==> src/rtl/core/sta_pkg.sv <==
// Shared types, codes and defaults for the slot table allocator.
package sta_pkg;

    // Default sizing of the table.
    localparam int STA_SLOT_COUNT   = 16;
    localparam int STA_HANDLE_WIDTH = 32;

    // Widths fixed by the stream payload.
    localparam int STA_IDX_W    = 8;
    localparam int STA_HDL_W    = 32;
    localparam int STA_CNT_W    = 9;
    localparam int STA_IN_DW    = 40;
    localparam int STA_OUT_DW   = 56;

    // Operation codes carried in the input tuser.
    typedef enum logic [1:0] {
        OP_ALLOC   = 2'd0,
        OP_GET     = 2'd1,
        OP_RELEASE = 2'd2,
        OP_NONE    = 2'd3
    } t_opcode;

    // Result status codes.
    typedef enum logic [1:0] {
        ST_OK    = 2'd0,
        ST_FULL  = 2'd1,
        ST_NULL  = 2'd2,
        ST_RANGE = 2'd3
    } t_status;

    // Control states of the top level.
    typedef enum logic {
        S_IDLE = 1'b0,
        S_RESP = 1'b1
    } t_state;

    // Update request into the occupancy tracker.
    typedef struct packed {
        logic                 alloc;
        logic                 rel;
        logic [STA_IDX_W-1:0] idx;
    } t_occ_upd;

    // Status from the occupancy tracker.
    typedef struct packed {
        logic                 full;
        logic [STA_IDX_W-1:0] free_idx;
        logic                 query_occ;
    } t_occ_stat;

endpackage

==> src/rtl/core/sta_ram.sv <==
// Generic single-port-write, single-port-read RAM with a registered read.
module sta_ram #(
    parameter int WIDTH = 32,
    parameter int DEPTH = 16
) (
    input  logic                     i_clk,
    input  logic                     i_we,
    input  logic [$clog2(DEPTH)-1:0] i_waddr,
    input  logic [WIDTH-1:0]         i_wdata,
    input  logic                     i_re,
    input  logic [$clog2(DEPTH)-1:0] i_raddr,
    output logic [WIDTH-1:0]         o_rdata
);

    logic [WIDTH-1:0] r_mem [DEPTH];
    logic [WIDTH-1:0] r_rdata;

    // Write port and registered read port; read data holds between reads.
    always_ff @(posedge i_clk) begin
        if (i_we) begin
            r_mem[i_waddr] <= i_wdata;
        end
        if (i_re) begin
            r_rdata <= r_mem[i_raddr];
        end
    end

    assign o_rdata = r_rdata;

endmodule

==> src/rtl/core/sta_occupancy.sv <==
// Occupancy bitmap, occupied-slot count and lowest-free-slot encoder.
module sta_occupancy
    import sta_pkg::*;
#(
    parameter int SLOT_COUNT = STA_SLOT_COUNT
) (
    input  logic                             i_clk,
    input  logic                             i_rst_n,
    input  t_occ_upd                         i_upd,
    input  logic [STA_IDX_W-1:0]             i_query_idx,
    output t_occ_stat                        o_stat,
    output logic [$clog2(SLOT_COUNT+1)-1:0]  o_count
);

    localparam int AW = $clog2(SLOT_COUNT);
    localparam int CW = $clog2(SLOT_COUNT + 1);

    logic [SLOT_COUNT-1:0] r_bitmap;
    logic [CW-1:0]         r_count;
    logic [STA_IDX_W-1:0]  w_free_idx;

    // Lowest clear bit of the bitmap; unused when the table is full.
    always_comb begin
        w_free_idx = '0;
        for (int i = SLOT_COUNT - 1; i >= 0; i--) begin
            if (!r_bitmap[i]) begin
                w_free_idx = STA_IDX_W'(i);
            end
        end
    end

    // Bitmap and count update; a release is sent only for a held slot.
    always_ff @(posedge i_clk) begin
        if (!i_rst_n) begin
            r_bitmap <= '0;
            r_count  <= '0;
        end else if (i_upd.alloc) begin
            r_bitmap[i_upd.idx[AW-1:0]] <= 1'b1;
            r_count                     <= r_count + CW'(1);
        end else if (i_upd.rel) begin
            r_bitmap[i_upd.idx[AW-1:0]] <= 1'b0;
            r_count                     <= r_count - CW'(1);
        end
    end

    assign o_stat.full      = (r_count >= CW'(SLOT_COUNT));
    assign o_stat.free_idx  = w_free_idx;
    assign o_stat.query_occ = r_bitmap[i_query_idx[AW-1:0]];
    assign o_count          = r_count;

endmodule

==> src/rtl/core/slot_table_allocator.sv <==
// Top level of the first-fit slot table allocator.
//
// Usage: each transfer on the s_axis side carries one operation in tuser
// (allocate, get or release) and a handle and slot index in tdata. Every
// accepted item gives exactly one result transfer on the m_axis side with a
// status, the granted slot, the handle read back and the occupied-slot count.
// Allocate places a nonzero handle in the lowest empty slot; get reads a slot;
// release empties a slot and returns its former handle.
// An accepted item has its memory read and results registered on acceptance,
// and its result is loaded into the output register in the response state
// once that register is free; no new item is accepted before then.
// Slot occupancy is held in a flip-flop bitmap, so an empty slot reads as zero
// without the memory being cleared, and the lowest free slot is found combinationally.
// Reset clears the bitmap and count, leaving the table empty with no sweep.
// When the receiver stalls, the result waits in the output register; the next
// item is still accepted and completes up to its result, then the block holds
// off further items until the output register frees up.
module slot_table_allocator
    import sta_pkg::*;
#(
    parameter int SLOT_COUNT   = STA_SLOT_COUNT,
    parameter int HANDLE_WIDTH = STA_HANDLE_WIDTH
) (
    input  logic                  i_clk,
    input  logic                  i_rst_n,
    input  logic                  s_axis_tvalid,
    output logic                  s_axis_tready,
    // Bits from low: handle [31:0], slot_index [39:32].
    input  logic [STA_IN_DW-1:0]  s_axis_tdata,
    // Bits from low: opcode [1:0].
    input  logic [1:0]            s_axis_tuser,
    output logic                  m_axis_tvalid,
    input  logic                  m_axis_tready,
    // Bits from low: status [1:0], granted_index [9:2], read_handle [41:10],
    // used_count [50:42], zero fill [55:51].
    output logic [STA_OUT_DW-1:0] m_axis_tdata
);

    localparam int AW = $clog2(SLOT_COUNT);
    localparam int CW = $clog2(SLOT_COUNT + 1);

    t_state                r_state;
    t_state                n_state;

    // Item decode.
    t_opcode               w_op;
    logic [STA_HDL_W-1:0]  w_handle_in;
    logic [STA_IDX_W-1:0]  w_idx;
    logic [63:0]           w_handle64;
    logic [HANDLE_WIDTH-1:0] w_handle;
    logic                  w_in_range;
    logic                  w_accept;

    // Occupancy tracker.
    t_occ_upd              w_upd;
    t_occ_stat             w_stat;
    logic [CW-1:0]         w_count;

    // Handle memory.
    logic                  w_we;
    logic                  w_re;
    logic [HANDLE_WIDTH-1:0] w_rdata;
    logic [63:0]           w_rdata64;

    // Item results held across the memory read.
    t_status               r_status;
    t_status               n_status;
    logic [STA_IDX_W-1:0]  r_granted;
    logic [STA_IDX_W-1:0]  n_granted;
    logic                  r_use_rd;
    logic                  n_use_rd;

    // Output register.
    logic                  r_out_valid;
    logic [STA_OUT_DW-1:0] r_out_data;
    logic                  w_load;
    logic [STA_HDL_W-1:0]  w_rd_handle;

    // Payload fields of the input transfer; the handle is cut or widened
    // to the stored width.
    assign w_op        = t_opcode'(s_axis_tuser);
    assign w_handle_in = s_axis_tdata[31:0];
    assign w_idx       = s_axis_tdata[39:32];
    assign w_handle64  = {32'd0, w_handle_in};
    assign w_handle    = w_handle64[HANDLE_WIDTH-1:0];
    assign w_in_range  = ({1'b0, w_idx} < 9'(SLOT_COUNT));
    assign w_accept    = s_axis_tvalid && s_axis_tready;

    // Next state: enter the response state on acceptance, then wait there for the output.
    always_comb begin
        n_state = r_state;
        case (r_state)
            S_IDLE: begin
                if (w_accept) begin
                    n_state = S_RESP;
                end
            end
            S_RESP: begin
                if (w_load) begin
                    n_state = S_IDLE;
                end
            end
            default: begin
                n_state = S_IDLE;
            end
        endcase
    end

    // Control outputs of the state machine.
    always_comb begin
        s_axis_tready = 1'b0;
        w_load        = 1'b0;
        case (r_state)
            S_IDLE: begin
                s_axis_tready = 1'b1;
            end
            S_RESP: begin
                w_load = !r_out_valid || m_axis_tready;
            end
            default: begin
                s_axis_tready = 1'b0;
            end
        endcase
    end

    // Decide the item at acceptance: memory access, bitmap update and status.
    always_comb begin
        w_upd     = '0;
        w_we      = 1'b0;
        w_re      = 1'b0;
        n_status  = r_status;
        n_granted = r_granted;
        n_use_rd  = r_use_rd;
        if (w_accept) begin
            n_status  = ST_OK;
            n_granted = '0;
            n_use_rd  = 1'b0;
            case (w_op)
                OP_ALLOC: begin
                    if (w_stat.full) begin
                        n_status = ST_FULL;
                    end else if (w_handle == '0) begin
                        n_status = ST_NULL;
                    end else begin
                        w_we        = 1'b1;
                        w_upd.alloc = 1'b1;
                        w_upd.idx   = w_stat.free_idx;
                        n_granted   = w_stat.free_idx;
                    end
                end
                OP_GET, OP_RELEASE: begin
                    if (!w_in_range) begin
                        n_status = ST_RANGE;
                    end else begin
                        w_re      = 1'b1;
                        n_use_rd  = w_stat.query_occ;
                        w_upd.rel = (w_op == OP_RELEASE) && w_stat.query_occ;
                        w_upd.idx = w_idx;
                    end
                end
                default: begin
                    n_status = ST_OK;
                end
            endcase
        end
    end

    sta_occupancy #(
        .SLOT_COUNT (SLOT_COUNT)
    ) u_occ (
        .i_clk       (i_clk),
        .i_rst_n     (i_rst_n),
        .i_upd       (w_upd),
        .i_query_idx (w_idx),
        .o_stat      (w_stat),
        .o_count     (w_count)
    );

    sta_ram #(
        .WIDTH (HANDLE_WIDTH),
        .DEPTH (SLOT_COUNT)
    ) u_ram (
        .i_clk   (i_clk),
        .i_we    (w_we),
        .i_waddr (w_stat.free_idx[AW-1:0]),
        .i_wdata (w_handle),
        .i_re    (w_re),
        .i_raddr (w_idx[AW-1:0]),
        .o_rdata (w_rdata)
    );

    // Handle read back, forced to zero for an empty slot.
    assign w_rdata64   = 64'(w_rdata);
    assign w_rd_handle = r_use_rd ? w_rdata64[31:0] : '0;

    // State and per-item registers.
    always_ff @(posedge i_clk) begin
        if (!i_rst_n) begin
            r_state <= S_IDLE;
        end else begin
            r_state <= n_state;
        end
    end

    always_ff @(posedge i_clk) begin
        r_status  <= n_status;
        r_granted <= n_granted;
        r_use_rd  <= n_use_rd;
    end

    // Output register: loaded from the finished item, cleared on transfer.
    always_ff @(posedge i_clk) begin
        if (!i_rst_n) begin
            r_out_valid <= 1'b0;
        end else if (w_load) begin
            r_out_valid <= 1'b1;
        end else if (m_axis_tready) begin
            r_out_valid <= 1'b0;
        end
    end

    always_ff @(posedge i_clk) begin
        if (w_load) begin
            r_out_data <= {5'd0, STA_CNT_W'(w_count), w_rd_handle, r_granted, r_status};
        end
    end

    assign m_axis_tvalid = r_out_valid;
    assign m_axis_tdata  = r_out_data;

`ifndef SYNTHESIS
    // The occupied count never exceeds the table size.
    a_count_bound: assert property (@(posedge i_clk) disable iff (!i_rst_n)
        w_count <= CW'(SLOT_COUNT))
        else $error("occupied count above table size");

    // A table-full result reports a full count.
    a_full_count: assert property (@(posedge i_clk) disable iff (!i_rst_n)
        (m_axis_tvalid && (m_axis_tdata[1:0] == ST_FULL))
            |-> (m_axis_tdata[50:42] == 9'(SLOT_COUNT)))
        else $error("table full reported below capacity");

    // A failed item carries no granted slot and no handle.
    a_fail_zero: assert property (@(posedge i_clk) disable iff (!i_rst_n)
        (m_axis_tvalid && (m_axis_tdata[1:0] != ST_OK))
            |-> (m_axis_tdata[41:2] == '0))
        else $error("failed result carries data");

    // An accepted item is always followed by the response state.
    a_accept_resp: assert property (@(posedge i_clk) disable iff (!i_rst_n)
        w_accept |=> (r_state == S_RESP))
        else $error("accepted item not in progress");
`endif

endmodule

==> config.mk <==
export PLATFORM = sky130hd
export DESIGN_NAME = slot_table_allocator
export DESIGN_NICKNAME = d
export VERILOG_FILES = /design/src/rtl/core/sta_pkg.sv /design/src/rtl/core/sta_ram.sv /design/src/rtl/core/sta_occupancy.sv /design/src/rtl/core/slot_table_allocator.sv
export SDC_FILE = /design/constraint.sdc
export NUM_CORES = 1
export LEC_CHECK = 0
export BUFFER_PORTS_ARGS = -buffer_cell sky130_fd_sc_hd__buf_4
export CORE_AREA = 4 4 266 268
export DETAILED_ROUTE_END_ITERATION = 8
export DIE_AREA = 0 0 270 272
export REMOVE_ABC_BUFFERS = 1
export SYNTH_ARGS = -nofsm -noshare
export SYNTH_HDL_FRONTEND = slang
export SYNTH_SLANG_ARGS = --single-unit
export TNS_END_PERCENT = 100
==> constraint.sdc <==
create_clock -name i_clk -period 6.7 [get_ports i_clk]
set_input_delay 1.34 -clock i_clk [delete_from_list [all_inputs] [get_ports i_clk]]
set_output_delay 1.34 -clock i_clk [all_outputs]
set_load 0.005 [all_outputs]
==> Word level (Yosys, flattened, before mapping) <==
Memory sizes are Yosys's and may differ from the RTL's. A register that Yosys moved wholly into a read port is not among the register bits.
Cells that the tools add are included.
{ "word_totals": {"register_bits": 81, "ramBits": 512, "input_bits": 46, "output_inout_bits": 58, "wordCells": 84, "mem_count": 1} }
{ "memory_table": {"columns": ["name", "words", "width", "rd", "rd_ports_with_merged_regs", "write_ports", "line", "rtl"], "rows": [
  ["u_ram.r_mem", 16, 32, 1, 1, 1, "sta_ram.sv:15", "logic [WIDTH-1:0] r_mem [DEPTH];"]
]} }
{ "op_classes": {"add_sub_neg": 2, "n_lt_le_gt_ge": 5, "n_eq_ne": 2, "mux": 50, "bitwise_logic": 4, "n_reduce_logical": 11} }
{ "op_table": {"columns": ["op", "count"], "rows": [
  ["$mux W4", 16],
  ["$logic_not A32 Y1", 1],
  ["$mux W16", 2],
  ["$mux W1", 18],
  ["$and A16 B16 Y16", 1],
  ["$mux W8", 2],
  ["$not A16 Y16", 1],
  ["$or A16 B16 Y16", 1],
  ["$pmux W8 S2", 1],
  ["$lt A4 B5 Y1 const B", 2],
  ["$mux W10", 1],
  ["$mux W5", 2],
  ["$mux W9", 1],
  ["$lt A8 B5 Y1 const B", 1],
  ["$mux W2", 3],
  ["$add A5 B1 Y5 const B", 1],
  ["$ge A5 B5 Y1 const B", 1],
  ["$sub A5 B1 Y5 const B", 1],
  ["$bmux W1 S4", 1],
  ["$demux W1 S4", 1],
  ["$ge A4 B1 Y1 const B", 1],
  ["$pmux W2 S2", 1],
  ["$reduce_bool A2 Y1", 2],
  ["$logic_and A1 B1 Y1", 3],
  ["9 further kinds", 9]
]} }

==> Logic depth before layout (Yosys ltp) <==
Gate-level depths: netlist of run 1.
{ "logic_depth": {"ltp_word": 28, "depth_mapped": 12, "mapped_depth_nobuf": 12} }

==> Modules after synthesis <==
Synthesis of run 1 repeated with hierarchy kept, for this count alone.
{ "unflattened": {"cells_unflattened": 1159, "area_unflattened_um2": 24035.6} }
{ "by_module_without_submodules": {"columns": ["mod", "instances", "cells_each", "area_per_inst_um2", "seq_area_each_um2"], "rows": [
  ["sta_ram", 1, 838, 20155.6, 16335.7],
  ["slot_table_allocator", 1, 169, 2496.1, 1781.7],
  ["sta_occupancy", 1, 152, 1383.8, 420.4]
]} }

==> Worst setup path after synthesis of run 1 <==
Ideal clock, no wire load.
{ "synth_timing": {"kind": "input port to flip-flop", "start": "input port s_axis_tuser[0]", "end": "memory u_ram.r_mem[7][0], enable pin", "setup_time_ps": 501, "arrival_ps": 5548, "required_time_ps": 6199, "slack_ps": 651, "path_stages": 7, "path_buffers": 0, "cell_sequence": "inv_1 > ha_1 > nor2b_1 > o21ai_2 > nor2_1 > clkinv_1 > nor4_1"} }
{ "synth_via": {"elab_chain_len": 5} }
{ "synth_rtl": {"columns": ["item", "line", "rtl"], "rows": [
  ["start, declared", "slot_table_allocator.sv:31", "input logic [1:0] s_axis_tuser,"],
  ["$logic_not A2 Y1", "slot_table_allocator.sv:138", "case (w_op)"],
  ["$mux W1", "slot_table_allocator.sv:138", null],
  ["$mux W1", "slot_table_allocator.sv:134", "if (w_accept) begin"],
  ["$mux W1", "sta_ram.sv:20", "if (i_we) begin"],
  ["$mux W1 (implied by the code)", "sta_ram.sv:21", "r_mem[i_waddr] <= i_wdata;"],
  ["end, declared", "sta_ram.sv:15", null]
]} }
Every way passes these cells.

==> Worst setup path in the final report of run 1 <==
{ "layout_timing": {"start": "input port s_axis_tuser[0]", "end": "memory u_ram.r_mem[11][2], enable pin"} }
The elaborated chain is that of the path after synthesis.

==> metrics.csv, run 1 <==
stage,metric,value,unit
power,p_sw,1.602,mW
global_routing,antenna_found_initial,1,
synthesis,yosysWarnings,0,
cts,cts_resized,0,
critical_path,start_kind,input pin,
critical_path,path_class,input pin to flop,
global_routing,gr-total-overflow,0,
drt,first_pass_iters,5,
synthesis,synth-edff-count,594,
critical_path,cp_max_fo,32,
final_layout,finish.utilization,40.36,%
synthesis,synth_cell_type_count,52,
drt,drc,0,
synthesis,ys.flop_type,edfxtp_1,
floorplan,coreArea,0.06835,mm²
power,switching_share,19.95,%
drt,vias_per_cell,5.121,
worst_hold_path,hold_class,flop to flop,
drt,vias,10880,
floorplan,die_y,272,µm
sta,tightestPinTransition,1.156,ns
power,ir_drop,0.1896,mV
cts,cts_max_level,2,
cts,worstSkewPairLatency,0.62,ns
global_routing,grt_max_degree,110,
synthesis,synth_seq_area_share,77.11,%
sta,rsz0062_at_grt,no,
synthesis,synth.largest_area_cell,edfxtp_1,
cts,path_clk_slew,0.06,ns
synthesis,synth_cells,1069,
synthesis,syn_avg_cell_area,22.20,µm²
sta,worst_slack,2.379,ns
placed_design,portBuffers,90,
final_layout,drive_above_1_share,31.24,%
power,finalPower,8.028,mW
critical_path,r2r-end,u_ram.r_mem[11][2],
synthesis,synth_area_leaders,"edfxtp_1 75%, mux4_2 15%, dfxtp_1 1.9%",
power,combPwrFrac,4.2,%
cts,cts_tree,done,
final_layout,areaGrowthSynthToFinish,16.23,%
synthesis,yosysTopAreaCellShare,75.17,%
sta,setup_viol,0,
cts,post_cts_buffers,0,
sta,final.min_clock_period,4.321,ns
cts,cts_buffer_depth,3,
synthesis,netlist_area,0.02373,mm²
critical_path,cp.required,6.92,ns
placed_design,gp_congestion,0.7643,
placed_design,dp.cells,2016,
worst_hold_path,holdPathStages,0,
worst_hold_path,holdPathEnd,m_axis_tdata[5],
sta,slew_headroom,22.76,%
synthesis,ys_ff_latch,617,
drt,wl_met1,22740,µm
drt,wl_per_cell,23.68,µm
sta,hold_slack,0.4193,ns
drt,routed.top_layer,met4,
power,power_density,291.1,mW/mm²
critical_path,r2r_cells,6,
sta,max_freq,231.4,MHz
power,power.share.clock,42.6,%
drt,wl,50320,µm
global_routing,grt_pass1_wl,74860,µm
floorplan,die_w,270,µm
critical_path,cp-startpoint,s_axis_tuser[0],
sta,final.setup.tns,0,ns
outcome,status,"complete, no violations",
cts,cts.sinks,617,
critical_path,rrSetupSlack,3.19,ns
cts,hold_buffers,0,
drt,first_iter_violations,976,
final_layout,final_net_count,1248,
drt,antenna_left,0,
placed_design,place_area,0.02559,mm²
job,drv_cap,0,
sta,drv_slew,0,
critical_path,worst-endpoint-arrival,4.54,ns
sta,finalCritPeriodShare,64.49,%
power,power_frac_seq,53.2,%
final_layout,final_area,0.02758,mm²
final_layout,instances_no_fill,2125,
power,cellLeakagePower,8.713,nW
drt,wl_met3,2352,µm
cts,cts_inserted_buffers,59,
cts,root_buffer,clkbuf_16,
worst_hold_path,holdCritStartpoint,r_granted[3],
global_routing,grtUsageTotal,13.58,%
global_routing,grt_pass1_vias,11320,
placed_design,hpwl,30070,µm
critical_path,critPathCaptureType,flop,
sta,hold_viol_final,0,
floorplan,dieArea,0.07344,mm²
critical_path,rr_startpoint,u_occ.o_count[4],
synthesis,ys_async_sr_fraction,0,%
drt,routed-wl-met2,24260,µm
power,p_int,6.427,mW
floorplan,rows,96,
floorplan,io_pins,104,
sta,skew,0.01954,ns
floorplan,initial_utilization,34.72,%
placed_design,dp_slack,1.711,ns
-- sequential cells by signal (all words and copies together) (netlist names), named ones only --
| signal | flops |
|---|---|
| u_ram.r_mem | 512 |
| r_granted | 4 |
| r_status | 2 |
| r_state | 1 |
| m_axis_tvalid | 1 |
| u_ram.o_rdata | 32 |
| u_occ.o_count | 5 |
| m_axis_tdata | 43 |
| r_use_rd | 1 |
-- cell usage in the layout, fill, tap and decap left out, types with 11 or more instances in the layout --
cell,synthesis,layout
and2_1,35,34
buf_4,15,111
clkbuf_16,0,60
clkinv_1,1,20
conb_1,1,13
dfxtp_1,23,23
edfxtp_1,594,594
mux2i_1,11,11
mux4_2,163,163
nand2_1,32,32
nor2_1,27,14
nor2_4,0,13
-- cell type report --
type / instances / area (µm²)
fill: 5975 / 40760
sequential: 617 / 18300
multi-input combinational: 391 / 5253
clock buffer: 67 / 1528
tap: 882 / 1104
timing repair buffer: 115 / 898.4
clock inverter: 41 / 459.2
inverter: 11 / 41.29
antenna: 1 / 2.502
-- metal layers --
layer  GRT usage [%]  vias to the layer above
li1                -                     4702
met1           19.31                     5856
met2           21.88                      257
met3           2.440                       67
met4           3.444                        0
met5               0                        -
-- worst max-delay path by stage --
stage / end / slack, ns
2_1_floorplan: u_ram.r_mem[7][0] / 0.65
3_3_place_gp: u_ram.r_mem[10][6] / 1.84
3_5_place_dp: u_ram.r_mem[9][6] / 1.71
4_1_cts: u_ram.r_mem[9][26] / 2.35
5_1_grt: u_ram.r_mem[8][11] / 2.14
6_report: u_ram.r_mem[11][2] / 2.38
-- worst max-delay path, cell delays in order --
cell and delay [ns]:
buf_4 0.11, inv_1 0.07, ha_1 0.22, nor2b_1 0.29
o21ai_2 0.18, nor2_1 0.25, clkinv_1 0.43, or3_1 0.68
nor2_4 0.92
-- power groups by stage --
| stage | Sequential, mW | Clock, mW | Combinational (mW) |
|---|---|---|---|
| CTS | 4.27 | 3.50 | 0.351 |
| global route | 4.27 | 3.66 | 0.371 |
| global placement | 4.35 | 0 | 0.343 |
| detailed placement | 4.35 | 0 | 0.349 |
| floorplan | 4.35 | 0 | 0.149 |
| finish | 4.27 | 3.42 | 0.340 |
-- cells by family after synthesis --
family                     Yosys count  synth area share (%)
DFF                                617                 77.11
muxes                              176                 16.09
and+or+nand+nor                    142                 3.264
buffers and inverters               73                 1.471
AOI/OAI and AO/OA                   49                 1.503
adders and majority gates            7                0.4007
xor gates and xnor gates             4                0.1477
other                                1               0.01580
-- cell usage after synthesis, drive strengths merged, types with 3 or more instances --
cell / instances
nand4: 7
and2: 37
mux4: 164
nor2: 27
buf: 39
o211ai: 10
nand2b: 7
clkbuf: 23
dfxtp: 23
inv: 10
nor4: 13
nor2b: 4
mux2i: 11
o21ai: 9
o31ai: 10
nand3b: 3
edfxtp: 594
ha: 6
a21oi: 6
nand3: 4
nand2: 32
No activity file was read; power rests on OpenSTA's default activity.
==> run 2: changes to the inputs <==
ABC_AREA = 1   (was default)
CORE_AREA = 4 4 273 275   (was 4 4 266 268)
DIE_AREA = 0 0 277 279   (was 0 0 270 272)
clock period = 3.6 ns   (was 6.7 ns; I/O delays follow)
==> run 2 against run 1 <==
  * Via count is 36% higher
  * Critical path type is now flop to flop
  * Clock skew is 0.0082 ns higher
  * Sequential share of layout area is 4.3 points lower
  * Critical endpoint is now u_ram.r_mem[13][11]
==> metrics.csv, run 2 <==
stage,metric,value,unit
cts,cts_tree,done,
synthesis,synth.most_common_cell,edfxtp_1,
cts,path_clk_slew,0.06,ns
final_layout,drive_above_1_share,14.48,%
sta,hold_viol_final,0,
global_routing,grtUsageTotal,15.31,%
synthesis,ys_async_sr_fraction,0,%
final_layout,instances_no_fill,2975,
sta,setup_viol,0,
power,p_sw,3.328,mW
power,power_frac_seq,50.8,%
global_routing,gr-total-overflow,0,
floorplan,rows,99,
drt,wl,60260,µm
synthesis,syn_avg_cell_area,13.57,µm²
final_layout,largest_reg_flops,512,
sta,tightestPinTransition,0.9633,ns
synthesis,ys_ff_latch,617,
power,cellLeakagePower,10.68,nW
synthesis,synth-edff-count,594,
power,combPwrFrac,5.1,%
drt,drc,0,
synthesis,yosysTopAreaCellShare,71.19,%
final_layout,antenna_cells,0,
final_layout,most-common-layout-cells,"594 x edfxtp_1, 204 x inv_1, 166 x o21ai_0",
final_layout,finish.utilization,40.75,%
synthesis,synth_area_leaders,"edfxtp_1 71%, mux2i_1 5.1%, o211ai_1 4.0%",
drt,first_iter_violations,1319,
placed_design,gp_congestion,0.8146,
synthesis,synth_cell_type_count,39,
drt,first_pass_iters,5,
synthesis,synth.largest_area_cell,edfxtp_1,
placed_design,dp.cells,2857,
floorplan,initial_utilization,34.64,%
placed_design,hpwl,33970,µm
sta,max_freq,341.1,MHz
worst_hold_path,hold_class,input pin to flop,
outcome,status,"complete, no violations",
floorplan,io_pins,104,
sta,rsz0062_at_grt,no,
synthesis,synth_cells,1847,
sta,drv_slew,0,
power,power_density,531.8,mW/mm²
synthesis,ys_top_cells_by_count,"594 x edfxtp_1, 205 x inv_1, 166 x o21ai_0",
power,p_int,12.35,mW
drt,wl_per_cell,20.25,µm
cts,root_buffer,clkbuf_16,
drt,vias,14790,
cts,cts.sinks,617,
placed_design,portBuffers,90,
cts,cts_buffer_depth,3,
global_routing,grt_pass1_wl,90940,µm
final_layout,mostFrequentLayoutCell,edfxtp_1,
critical_path,start_kind,flop,
cts,cts_inserted_buffers,66,
cts,cts_max_level,3,
sta,finalCritPeriodShare,81.43,%
power,switching_share,21.23,%
synthesis,synth_seq_area_share,73.03,%
final_layout,top_register,u_ram.r_mem,
floorplan,die_w,277,µm
cts,cts_resized,0,
cts,worstSkewPairLatency,0.61,ns
power,ir_drop,0.3491,mV
critical_path,worst-endpoint-arrival,3.22,ns
synthesis,ys.flop_type,edfxtp_1,
power,finalPower,15.68,mW
floorplan,die_y,279,µm
sta,slew_headroom,35.78,%
final_layout,fillerInstances,6651,
sta,final.min_clock_period,2.931,ns
synthesis,yosysWarnings,0,
global_routing,grt_max_degree,128,
drt,antenna_left,0,
final_layout,areaGrowthSynthToFinish,17.65,%
floorplan,coreArea,0.07234,mm²
critical_path,cp.required,3.89,ns
drt,vias_per_cell,4.973,
global_routing,antenna_found_initial,1,
cts,post_cts_buffers,0,
synthesis,netlist_area,0.02506,mm²
global_routing,grt_pass1_vias,14680,
critical_path,cp_max_fo,17,
sta,final.setup.tns,0,ns
critical_path,path_class,flop to flop,
cts,hold_buffers,0,
sta,skew,0.02772,ns
worst_hold_path,holdCritStartpoint,s_axis_tdata[1],
floorplan,dieArea,0.07728,mm²
power,power.share.clock,44.1,%
final_layout,final_net_count,2019,
critical_path,critPathCaptureType,flop,
job,drv_cap,0,
run 2: final timing paths:
check        slack, ns  cells after the start                   to
min               0.33                      1    u_ram.r_mem[3][1]
min reg2reg       0.42                      0      m_axis_tdata[0]
max               0.67                     19  u_ram.r_mem[13][11]
max reg2reg       0.67                     19  u_ram.r_mem[13][11]
run 2: cells by family after synthesis:
kind of cell / synth area share, %
adders and majority gates: 0.3795
AOI/OAI and AO/OA: 10.24
xor gates and xnor gates: 0.06992
muxes: 5.113
buffers and inverters: 5.523
other: 0.01497
and+or+nand+nor: 5.633
DFF: 73.03
run 2: final cells by class:
cell class / instances / area, µm² / area share (%)
Inverter: 210 / 790.8 / 2.682
Timing Repair Buffer: 156 / 1416 / 4.805
Tap cell: 959 / 1200 / 4.070
Sequential cell: 617 / 18300 / 62.07
Clock inverter: 35 / 419.2 / 1.422
Multi-Input combinational cell: 915 / 5557 / 18.85
Clock buffer: 83 / 1799 / 6.103
run 2: critical path: stages, from the launching register on:
cell and delay [ns]:
dfxtp_1 0.42, nand2_1 0.08, nand2_1 0.06, nand2_1 0.05
nand2_1 0.06, nand2_1 0.04, nand2_1 0.06, nand2_1 0.07
nand2_1 0.07, nand2_1 0.04, nand2_1 0.05, nand2_1 0.05
nand2_1 0.07, nand2_2 0.06, nand2_2 0.08, nand2_1 0.07
inv_1 0.08, nand2_1 0.26, nor2_4 0.67, buf_12 0.27
run 2: per-layer routing:
| layer | up-vias | GRT usage, % | share of wire [%] |
|---|---|---|---|
| met2 | 420 | 25.21 | 48 |
| met3 | 90 | 2.659 | 5.2 |
| li1 | 6954 | - | - |
| met5 | - | 0 | 0.022 |
| met4 | 2 | 4.089 | 2.3 |
| met1 | 7328 | 21.17 | 45 |
run 2: through the flow:
step           area [µm²]  setup slack (ns)  hold slack (ns)
6_report            29480            0.6687           0.3322
3_5_place_dp        27260            0.1805           0.4072
4_1_cts             29480            0.6488           0.2947
2_1_floorplan       24510            0.1126           0.4003
3_3_place_gp        27260            0.2736           0.4092
5_1_grt             29480            0.3992           0.3021
run 2: power groups by stage:
stage / sequential [mW] / clock [mW] / combinational, mW
finish: 7.96 / 6.91 / 0.806
global route: 7.96 / 7.37 / 0.892
CTS: 7.96 / 7.09 / 0.817
detailed placement: 8.11 / 0 / 0.814
global placement: 8.11 / 0 / 0.800
floorplan: 8.11 / 0 / 0.308
==> run 3: changes to the inputs <==
clock period = 3 ns   (was 3.6 ns; I/O delays follow)
==> run 3 against run 2 <==
  * Combinational power is 25% higher
  * Worst hold slack worse by 0.13 ns
  * Clock-buffer cell count is 4 higher
  * Power is 21% higher
  * Critical path depth is 1 higher
  * Critical endpoint is now u_ram.r_mem[9][0]
==> metrics.csv, run 3 (synthesis results as in run 2) <==
stage,metric,value,unit
cts,worstSkewPairLatency,0.59,ns
drt,wl,62210,µm
critical_path,worst-endpoint-arrival,3.02,ns
drt,first_iter_violations,1121,
drt,first_pass_iters,5,
sta,hold_viol_final,0,
cts,cts_tree,done,
sta,tightestPinTransition,0.8325,ns
drt,wl_per_cell,20.63,µm
cts,path_clk_slew,0.05,ns
drt,vias,15010,
floorplan,die_w,277,µm
final_layout,drive_above_1_share,16.11,%
cts,cts_inserted_buffers,69,
cts,root_buffer,clkbuf_16,
cts,cts_resized,0,
placed_design,hpwl,36560,µm
final_layout,most-common-layout-cells,"594 x edfxtp_1, 204 x inv_1, 166 x o21ai_0",
cts,post_cts_buffers,0,
sta,final.min_clock_period,2.745,ns
global_routing,grtUsageTotal,15.68,%
cts,cts_max_level,3,
final_layout,largest_reg_flops,512,
power,finalPower,18.92,mW
floorplan,io_pins,104,
drt,wl_met1,26910,µm
global_routing,grt_max_degree,121,
power,cellLeakagePower,10.87,nW
drt,routed.top_layer,met5,
cts,hold_buffers,0,
placed_design,gp_congestion,0.8128,
placed_design,portBuffers,90,
cts,cts.sinks,617,
sta,finalCritPeriodShare,91.52,%
drt,vias_per_cell,4.978,
final_layout,mostFrequentLayoutCell,edfxtp_1,
final_layout,final_area,0.02981,mm²
sta,setup_viol,0,
drt,wl_met3,3967,µm
sta,drv_slew,0,
job,drv_cap,0,
sta,slew_headroom,44.37,%
floorplan,coreArea,0.07234,mm²
critical_path,rrSetupSlack,0.25,ns
drt,routed-wl-met2,29820,µm
critical_path,cp_max_fo,21,
critical_path,start_kind,flop,
placed_design,place_area,0.02754,mm²
final_layout,top_register,u_ram.r_mem,
global_routing,grt_pass1_vias,14880,
worst_hold_path,hold_class,input pin to flop,
outcome,status,"complete, no violations",
placed_design,dp.cells,2888,
floorplan,initial_utilization,34.64,%
cts,cts_buffer_depth,3,
sta,max_freq,364.2,MHz
final_layout,areaGrowthSynthToFinish,18.99,%
global_routing,antenna_found_initial,4,
final_layout,final_net_count,2053,
power,ir_drop,0.3515,mV
final_layout,instances_no_fill,3016,
floorplan,rows,99,
sta,rsz0062_at_grt,no,
power,power_density,634.7,mW/mm²
drt,drc,0,
global_routing,gr-total-overflow,0,
global_routing,grt_pass1_wl,92640,µm
critical_path,critPathCaptureType,flop,
floorplan,dieArea,0.07728,mm²
floorplan,die_y,279,µm
critical_path,cp.required,3.27,ns
sta,skew,0.02061,ns
critical_path,path_class,flop to flop,
drt,antenna_left,0,
==> run 3: cell types whose count changed in the layout (fill, tap and decap cells not counted), moves of 2 or more <==
cell,before,now
diode_2,0,2
buf_12,19,23
clkinv_2,3,13
buf_4,136,163
clkbuf_16,69,73
bufinv_16,8,6
inv_6,5,2
clkinvlp_4,1,3
==> run 3: per-layer routing <==
metal | up-vias | track usage (%)
met5 | - | 0
met4 | 2 | 4.912
met3 | 106 | 3.085
met2 | 478 | 26.10
met1 | 7399 | 20.88
li1 | 7028 | -
==> run 3: final cells by class <==
cell class	instances	area [µm²]
Multi-Input combinational cell	915	5557
Fill cell	6629	42520
Sequential cell	617	18300
Antenna cell	2	5.005
Tap cell	959	1200
Clock buffer	87	1899
Timing Repair Buffer	187	1699
Clock inverter	39	366.6
Inverter	210	790.8
==> run 3: final timing paths <==
kind | to | cells past startpoint | from
worst max-delay path | u_ram.r_mem[9][0] | 20 | flop
worst min-delay path | u_ram.r_mem[9][6] | 1 | s_axis_tdata[6]
worst max register to register | u_ram.r_mem[9][0] | 20 | flop
worst min register to register | m_axis_tdata[3] | 0 | r_granted[1]
==> run 3: critical path, cell delays in order (launching register included) <==
cell	delay (ns)
dfxtp_1	0.41
nand2_1	0.08
nand2_1	0.06
nand2_1	0.06
nand2_1	0.06
nand2_1	0.04
nand2_1	0.05
nand2_1	0.06
nand2_1	0.06
nand2_1	0.04
nand2_1	0.06
nand2_1	0.05
nand2_1	0.07
nand2_2	0.06
nand2_2	0.07
nand2_1	0.07
inv_1	0.07
nand2_1	0.15
buf_4	0.20
nor2_4	0.41
buf_12	0.28
==> run 3: metrics by stage <==
| stage | utilization (%) | TNS, ns | hold WS [ns] | worst slack (ns) |
|---|---|---|---|---|
| floorplan | - | -143.63 | 0.4003 | -0.3674 |
| global placement | 38.08 | -3.262 | 0.4110 | -0.1335 |
| detailed placement | 38.08 | -8.874 | 0.4195 | -0.1430 |
| CTS | 41.21 | 0 | 0.1696 | 0.2610 |
| global route | 41.21 | 0 | 0.1871 | 0.004542 |
| finish | 41.22 | 0 | 0.2068 | 0.2545 |
==> run 3: power by group <==
part	leakage (nW)	internal (mW)	switching [mW]	total, mW
combinational	4.21	0.351	0.656	1.01
clock	1.11	5.02	3.36	8.37
sequential	5.56	9.52	0.0223	9.54
